**config.mk**
```make
export PLATFORM = sky130hd
export DESIGN_NAME = utf8_byte_stream_decoder
export DESIGN_NICKNAME = d
export VERILOG_FILES = /design/src/hdl/utf8d_pkg.sv /design/src/hdl/utf8d_front.sv /design/src/hdl/utf8d_queue.sv /design/src/hdl/utf8d_back.sv /design/src/hdl/utf8_byte_stream_decoder.sv
export SDC_FILE = /design/constraint.sdc
export NUM_CORES = 1
export LEC_CHECK = 0
export ABC_AREA = 1
export BUFFER_PORTS_ARGS = -buffer_cell sky130_fd_sc_hd__buf_2
export CORE_MARGIN = 2
export CORE_UTILIZATION = 50
export CTS_BUF_LIST = sky130_fd_sc_hd__clkbuf_4
export CTS_CLUSTER_SIZE = 40
export DETAILED_ROUTE_END_ITERATION = 10
export GPL_ROUTABILITY_DRIVEN = 1
export PLACE_DENSITY = 0.69
export SYNTH_ARGS = -nofsm -noshare
export SYNTH_HDL_FRONTEND = slang
export SYNTH_SLANG_ARGS = --single-unit
```
**constraint.sdc**
```tcl
create_clock -name clk -period 4.5 [get_ports clk]
set_input_delay 0.9 -clock clk [delete_from_list [all_inputs] [get_ports clk]]
set_output_delay 0.9 -clock clk [all_outputs]
set_load 0.02 [all_outputs]
```
**src/hdl/utf8d_pkg.sv**
```systemverilog
// package: item types, status codes and byte classification for the utf-8 decoder
package utf8d_pkg;

	localparam int QDEPTH = 4;
	localparam int QAW = $clog2(QDEPTH);
	localparam int CPW = 36;

	localparam logic [1:0] ST_OK = 2'd0;
	localparam logic [1:0] ST_STRAY = 2'd1;
	localparam logic [1:0] ST_LEAD_FF = 2'd2;
	localparam logic [1:0] ST_TRUNC = 2'd3;

	localparam logic [3:0] ONES_ASCII = 4'd0;
	localparam logic [3:0] ONES_CONT = 4'd1;
	localparam logic [3:0] ONES_FF = 4'd8;

	typedef struct packed {
		logic [7:0] byte_value;
		logic       end_of_string;
	} in_item_t;

	typedef struct packed {
		logic [CPW-1:0] code_point;
		logic [1:0]     status;
	} out_item_t;

	typedef struct packed {
		logic [7:0] byte_value;
		logic [3:0] ones;
		logic [6:0] lead_bits;
		logic       last;
	} cls_t;

	typedef struct packed {
		logic full;
		logic empty;
	} q_stat_t;

	function automatic logic [3:0] lead_ones(input logic [7:0] b);
		logic [3:0] n;
		logic run;
		n = '0;
		run = 1'b1;
		for (int i = 7; i >= 0; i--) begin
			if (run && b[i]) begin
				n = n + 4'd1;
			end else begin
				run = 1'b0;
			end
		end
		return n;
	endfunction

	function automatic logic [6:0] lead_payload(input logic [7:0] b, input logic [3:0] n);
		logic [6:0] m;
		m = 7'h7f >> n;
		return b[6:0] & m;
	endfunction

endpackage

```
**src/hdl/utf8d_front.sv**
```systemverilog
// front stage: accepts request bytes and classifies the lead bits
module utf8d_front (
	input  logic                clk,
	input  logic                arst_n,
	input  logic                push,
	output logic                full,
	input  utf8d_pkg::in_item_t item,
	input  utf8d_pkg::q_stat_t  q_stat,
	output logic                q_wr,
	output utf8d_pkg::cls_t     q_data
);
	import utf8d_pkg::*;

	logic vld_s1;
	cls_t cls_s1;
	logic take;

	assign q_wr = vld_s1 && !q_stat.full;
	assign full = vld_s1 && q_stat.full;
	assign take = push && !full;
	assign q_data = cls_s1;

	always_ff @(posedge clk or negedge arst_n) begin
		if (!arst_n) begin
			vld_s1 <= 1'b0;
		end else if (take) begin
			vld_s1 <= 1'b1;
		end else if (q_wr) begin
			vld_s1 <= 1'b0;
		end
	end

	always_ff @(posedge clk) begin
		if (take) begin
			cls_s1.byte_value <= item.byte_value;
			cls_s1.ones <= lead_ones(item.byte_value);
			cls_s1.lead_bits <= lead_payload(item.byte_value, lead_ones(item.byte_value));
			cls_s1.last <= item.end_of_string;
		end
	end

endmodule

```
**src/hdl/utf8d_queue.sv**
```systemverilog
// short queue of classified bytes between front and back
module utf8d_queue (
	input  logic               clk,
	input  logic               arst_n,
	input  logic               wr,
	input  utf8d_pkg::cls_t    wr_data,
	input  logic               rd,
	output utf8d_pkg::cls_t    rd_data,
	output utf8d_pkg::q_stat_t stat
);
	import utf8d_pkg::*;

	cls_t mem [QDEPTH];
	logic [QAW-1:0] wptr_q;
	logic [QAW-1:0] rptr_q;
	logic [QAW:0] cnt_q;
	logic do_wr;
	logic do_rd;

	assign stat.full = (cnt_q == (QAW+1)'(QDEPTH));
	assign stat.empty = (cnt_q == '0);
	assign do_wr = wr && !stat.full;
	assign do_rd = rd && !stat.empty;
	assign rd_data = mem[rptr_q];

	always_ff @(posedge clk or negedge arst_n) begin
		if (!arst_n) begin
			wptr_q <= '0;
			rptr_q <= '0;
			cnt_q <= '0;
		end else begin
			if (do_wr) begin
				wptr_q <= wptr_q + 1'b1;
			end
			if (do_rd) begin
				rptr_q <= rptr_q + 1'b1;
			end
			cnt_q <= cnt_q + (QAW+1)'(do_wr) - (QAW+1)'(do_rd);
		end
	end

	always_ff @(posedge clk) begin
		if (do_wr) begin
			mem[wptr_q] <= wr_data;
		end
	end

endmodule

```
**src/hdl/utf8d_back.sv**
```systemverilog
// back stage: sequence accumulation and two-entry result buffer
module utf8d_back (
	input  logic                 clk,
	input  logic                 arst_n,
	input  utf8d_pkg::cls_t      q_data,
	input  utf8d_pkg::q_stat_t   q_stat,
	output logic                 q_rd,
	output logic                 empty,
	input  logic                 pop,
	output utf8d_pkg::out_item_t result
);
	import utf8d_pkg::*;

	logic [CPW-1:0] acc_q;
	logic [2:0] rem_q;
	out_item_t obuf [2];
	logic wptr_q;
	logic rptr_q;
	logic [1:0] ocnt_q;

	logic pop_fire;
	logic go;
	logic emit;
	out_item_t res;
	logic [CPW-1:0] acc_n;
	logic [2:0] rem_n;
	logic [CPW-1:0] shifted;

	assign empty = (ocnt_q == 2'd0);
	assign pop_fire = pop && !empty;
	assign go = !q_stat.empty && (ocnt_q != 2'd2 || pop_fire);
	assign q_rd = go;
	assign result = obuf[rptr_q];
	assign shifted = {acc_q[CPW-7:0], q_data.byte_value[5:0]};

	always_comb begin
		emit = 1'b0;
		res.code_point = '0;
		res.status = ST_OK;
		acc_n = acc_q;
		rem_n = rem_q;
		if (rem_q != 3'd0) begin
			acc_n = shifted;
			rem_n = rem_q - 3'd1;
			if (rem_n == 3'd0) begin
				emit = 1'b1;
				res.code_point = shifted;
			end else if (q_data.last) begin
				emit = 1'b1;
				res.status = ST_TRUNC;
			end
		end else begin
			unique case (q_data.ones)
				ONES_ASCII: begin
					emit = 1'b1;
					res.code_point = CPW'(q_data.lead_bits);
				end
				ONES_CONT: begin
					emit = 1'b1;
					res.status = ST_STRAY;
				end
				ONES_FF: begin
					emit = 1'b1;
					res.status = ST_LEAD_FF;
				end
				default: begin
					acc_n = CPW'(q_data.lead_bits);
					rem_n = 3'(q_data.ones - 4'd1);
					if (q_data.last) begin
						emit = 1'b1;
						res.status = ST_TRUNC;
					end
				end
			endcase
		end
		if (emit) begin
			acc_n = '0;
			rem_n = 3'd0;
		end
	end

	always_ff @(posedge clk or negedge arst_n) begin
		if (!arst_n) begin
			acc_q <= '0;
			rem_q <= 3'd0;
			wptr_q <= 1'b0;
			rptr_q <= 1'b0;
			ocnt_q <= 2'd0;
		end else begin
			if (go) begin
				acc_q <= acc_n;
				rem_q <= rem_n;
			end
			if (go && emit) begin
				wptr_q <= ~wptr_q;
			end
			if (pop_fire) begin
				rptr_q <= ~rptr_q;
			end
			ocnt_q <= ocnt_q + 2'(go && emit) - 2'(pop_fire);
		end
	end

	always_ff @(posedge clk) begin
		if (go && emit) begin
			obuf[wptr_q] <= res;
		end
	end

	a_ocnt_max: assert property (@(posedge clk) disable iff (!arst_n)
		ocnt_q != 2'd3)
		else $error("result buffer overflow");

	a_err_clears: assert property (@(posedge clk) disable iff (!arst_n)
		go && emit |=> rem_q == 3'd0 && acc_q == '0)
		else $error("state not cleared after result");

	a_err_zero: assert property (@(posedge clk) disable iff (!arst_n)
		go && emit && res.status != ST_OK |-> res.code_point == '0)
		else $error("error result with nonzero code point");

	a_last_clears: assert property (@(posedge clk) disable iff (!arst_n)
		go && q_data.last |=> rem_q == 3'd0)
		else $error("sequence open after end of string");

endmodule

```
**src/hdl/utf8_byte_stream_decoder.sv**
```systemverilog
// top level: utf-8 byte stream decoder, up to seven-byte sequences
//
// usage:
//   input queue side: drive item (byte and end-of-string flag) with push;
//   a request is taken at a rising edge with push high and full low.
//   result queue side: while empty is low, result holds the oldest code
//   point and status; pop high at a rising edge takes it.
//   a lead byte opens a sequence; one result comes when it completes, and
//   one error result (code point zero) on a stray continuation, a 0xff
//   lead, or a sequence cut short by end of string.
// path: a result passes the front register, byte queue and result buffer.
// throughput: one byte per cycle unless a stalled pop holds back the flow.
// stall: a stalled pop fills the two-entry result buffer, then the
//   four-entry byte queue, then the front stage; full rises only then.
// reset: arst_n clears all queues and any open sequence.
module utf8_byte_stream_decoder (
	input  logic                 clk,
	input  logic                 arst_n,
	input  logic                 push,
	output logic                 full,
	input  utf8d_pkg::in_item_t  item,
	output logic                 empty,
	input  logic                 pop,
	output utf8d_pkg::out_item_t result
);
	import utf8d_pkg::*;

	q_stat_t q_stat;
	logic q_wr;
	logic q_rd;
	cls_t q_wdata;
	cls_t q_rdata;

	utf8d_front u_front (
		.clk    (clk),
		.arst_n (arst_n),
		.push   (push),
		.full   (full),
		.item   (item),
		.q_stat (q_stat),
		.q_wr   (q_wr),
		.q_data (q_wdata)
	);

	utf8d_queue u_queue (
		.clk     (clk),
		.arst_n  (arst_n),
		.wr      (q_wr),
		.wr_data (q_wdata),
		.rd      (q_rd),
		.rd_data (q_rdata),
		.stat    (q_stat)
	);

	utf8d_back u_back (
		.clk    (clk),
		.arst_n (arst_n),
		.q_data (q_rdata),
		.q_stat (q_stat),
		.q_rd   (q_rd),
		.empty  (empty),
		.pop    (pop),
		.result (result)
	);

endmodule
```
==> results by group <==
Power and ir drop
  • Sw Ratio: 39.3%
  • Reg power frac: 41.0%
  • Net load switching power: 0.00299 W
  • Power share of the clock group: 20.8%
  • Max VDD drop: 392 uV
  • Comb pwr share: 38.2%
  • Internal power: 0.00460 W
  • Pleak: 4.17 nW
  • Pwr Density: 750 nW/um^2

Timing
  • Fin crit share: 71.2%
  • Final setup margin: 1.30 ns
  • Setup TNS: 0 ns
  • Max-Slew Margin vs Limit: 26.0%
  • Max Slew Vio Count: 0
  • Max Fclk: 312 MHz
  • Final Setup Violations: 0
  • Unrepaired setup endpoints after global routing: no
  • Measured slew at the worst slew-check pin: 1.11 ns
  • Crit path time final: 3.20 ns
  • Final Skew: 0.0651 ns
  • Fin. Hold Viols: 0

Clocking
  • Num CTS Buffers: 51
  • CTS H-Tree Depth: 2
  • CTS tree: built
  • Postcts setup bufs: 0
  • Root buffer cell: clkbuf_4
  • Hold buffer count at cts: 0
  • Maximum buffer depth of the clock tree: 3
  • Post-CTS sizing: 0
  • CTS sink cnt: 211
  • Clk pin slew, worst setup/hold paths: 0.07 ns
  • Clock Latency Late Sink: 0.68 ns

Yosys
  • Post-synthesis area per instance: 11.3 sq um
  • Post-synth EDFFs: 166
  • Prevailing post-synth register cell: edfxtp_1
  • Syn. warnings: 0
  • Seq/Total Area, Yosys: 68.5%
  • Async set or reset register ratio after synthesis: 21.3%
  • Synth cell types: 33
  • Mapped Cells: 788
  • Yosys reg bits: 211
  • Mapped Area: 8920 sq um
  • Syn nets: 820

Finish
  • Fin area: 10100 sq um
  • Post-Layout Cell Count: 1141
  • Most common cell after layout, fill and taps aside: nand2_1
  • Layout cell share with drive strength beyond 1: 18.7%
  • Nets: 904
  • Commonest non-fill, non-tap cells in the layout: nand2_1, edfxtp_1, clkbuf_4
  • Area Overhead vs Synth: 13.6%

Floorplanning
  • Core area: 17400 sq um
  • Die area: 18900 sq um
  • Die Y: 138 microns
  • Horiz. Die Dim: 138 microns
  • Starting density of the core: 51.4%
  • Num ports: 53
  • FP Rows: 48

Global route
  • First-pass GRT wire length: 27200 microns
  • Initial antenna violation count: 1
  • Grt total ovfl: 0
  • Number of global-route vias before repair: 5572
  • Largest net degree at the start of global routing: 62
  • Total GRT Usage: 18.5%

Setup path
  • Crit end category: output pin
  • CP required: 3.60 ns
  • Crit Path Class: flop to output pin
  • Worst Path Arrival: 2.30 ns
  • CP startpoint kind: flop
  • Crit path max fanout: 32

Run status
  • Status: complete, no violations

Route
  • Vias per std cell: 5.11
  • DR iter-0 viols: 369
  • First-pass detailed-route iteration total: 5
  • Total wire length: 16700 microns
  • Routed via count: 5831
  • Post-route ant nets: 0
  • Wirelength per Cell: 14.6 microns
  • Residual DRC count: 0

Placement
  • DPL Wire Length: 10600 microns
  • Port Buffers: 52
  • Gpl congestion: 0.826
  • DP Cell Count: 1044
  • Place WS: 1.29 ns
  • Area post-placement: 9430 sq um

Worst hold path
  • Hold Crit Class: input pin to async pin

Job
  • Max Cap Viol: 0
power groups by stage:
stage	Clock [W]	Combinational, W	Sequential, W
detailed placement	0	0.00292	0.00315
floorplan	0	0.00206	0.00312
global route	0.00171	0.00327	0.00318
CTS	0.00162	0.00293	0.00312
global placement	0	0.00288	0.00314
finish	0.00158	0.00290	0.00311
synth_stat cells (4+ instances only):
library cell / count / share of area, %
nand2_1: 194 / 8.2
nor2_1: 70 / 2.9
buf_2: 6 / 0.34
xnor2_1: 4 / 0.39
xor2_1: 4 / 0.39
dfrtp_1: 45 / 13
o22ai_1: 40 / 2.8
a32o_1: 6 / 0.67
nor3_2: 4 / 0.45
clkbuf_1: 22 / 0.93
inv_1: 72 / 3.0
o21ai_0: 38 / 2.1
edfxtp_1: 166 / 56
a21oi_1: 13 / 0.73
nand3_1: 53 / 3.0
nand2_2: 5 / 0.35
buf_1: 5 / 0.21
ha_1: 18 / 2.5
metal layers:
metal,vias to the layer above,wire length (microns),GRT usage (%)
met5,-,0,0
met4,0,260,6.64
met3,29,935,4.16
met2,155,7660,28.6
met1,2747,7830,26.0
li1,2900,-,-
final timing paths:
check	start	to	slack, ns	depth (start not counted)
max	u_back.rptr_q$_DFFE_PN0P_	result[1]	1.30	5
min	arst_n	u_back.acc_q[19]$_DFFE_PN0P_	0.40	1
max reg2reg	u_queue.rptr_q[0]$_DFFE_PN0P_	u_back.obuf[0][20]$_DFFE_PP_	1.38	12
min reg2reg	u_front.q_data[6]$_DFFE_PP_	u_queue.mem[0][6]$_DFFE_PP_	0.49	0
max in group asynchronous	arst_n	u_queue.cnt_q[0]$_DFF_PN0_	3.41	1
min in group clk	item[0]	u_front.q_data[0]$_DFFE_PP_	0.44	1
sequential cells by signal (all words and copies together) (netlist names):
signal          flops
u_back.ocnt_q       2
u_queue.cnt_q       3
u_queue.mem        72
u_back.acc_q       30
u_back.wptr_q       1
u_front.q_data     18
u_queue.rptr_q      2
u_back.obuf        76
u_queue.wptr_q      2
u_front.vld_s1      1
u_back.rptr_q       1
u_back.rem_q        3
per-stage QoR:
stage	power, W	utilization (%)	hold slack (ns)
after floorplan	0.00518	-	0.449
after global placement	0.00602	54.3	0.463
after detailed placement	0.00607	54.3	0.476
after CTS	0.00767	58.3	0.381
after global routing	0.00816	58.3	0.370
final	0.00759	58.3	0.397
logic make-up after synthesis:
family / Yosys count / synth area share, %
simple gates: 341 / 16.6
flops: 211 / 68.5
buf+inv: 110 / 4.80
compound gates: 99 / 6.53
fa+ha+maj: 19 / 2.75
xor+xnor: 8 / 0.786
final cells by class:
| cell class | count | area (sq um) |
|---|---|---|
| fill | 1459 | 7230 |
| sequential | 211 | 6110 |
| multi-input combinational | 467 | 2390 |
| timing repair buffer | 66 | 365 |
| clock inverter | 18 | 106 |
| inverter | 75 | 282 |
| clock buffer | 78 | 586 |
| antenna | 1 | 2.50 |
| tap | 225 | 282 |
critical path: stages (launching register included):
cell	delay, ns
dfrtp_1	0.38
inv_1	0.70
buf_4	0.29
nand2_1	0.06
nand2_1	0.06
buf_2	0.16
Note: power is estimated with default switching activity, not from simulation.
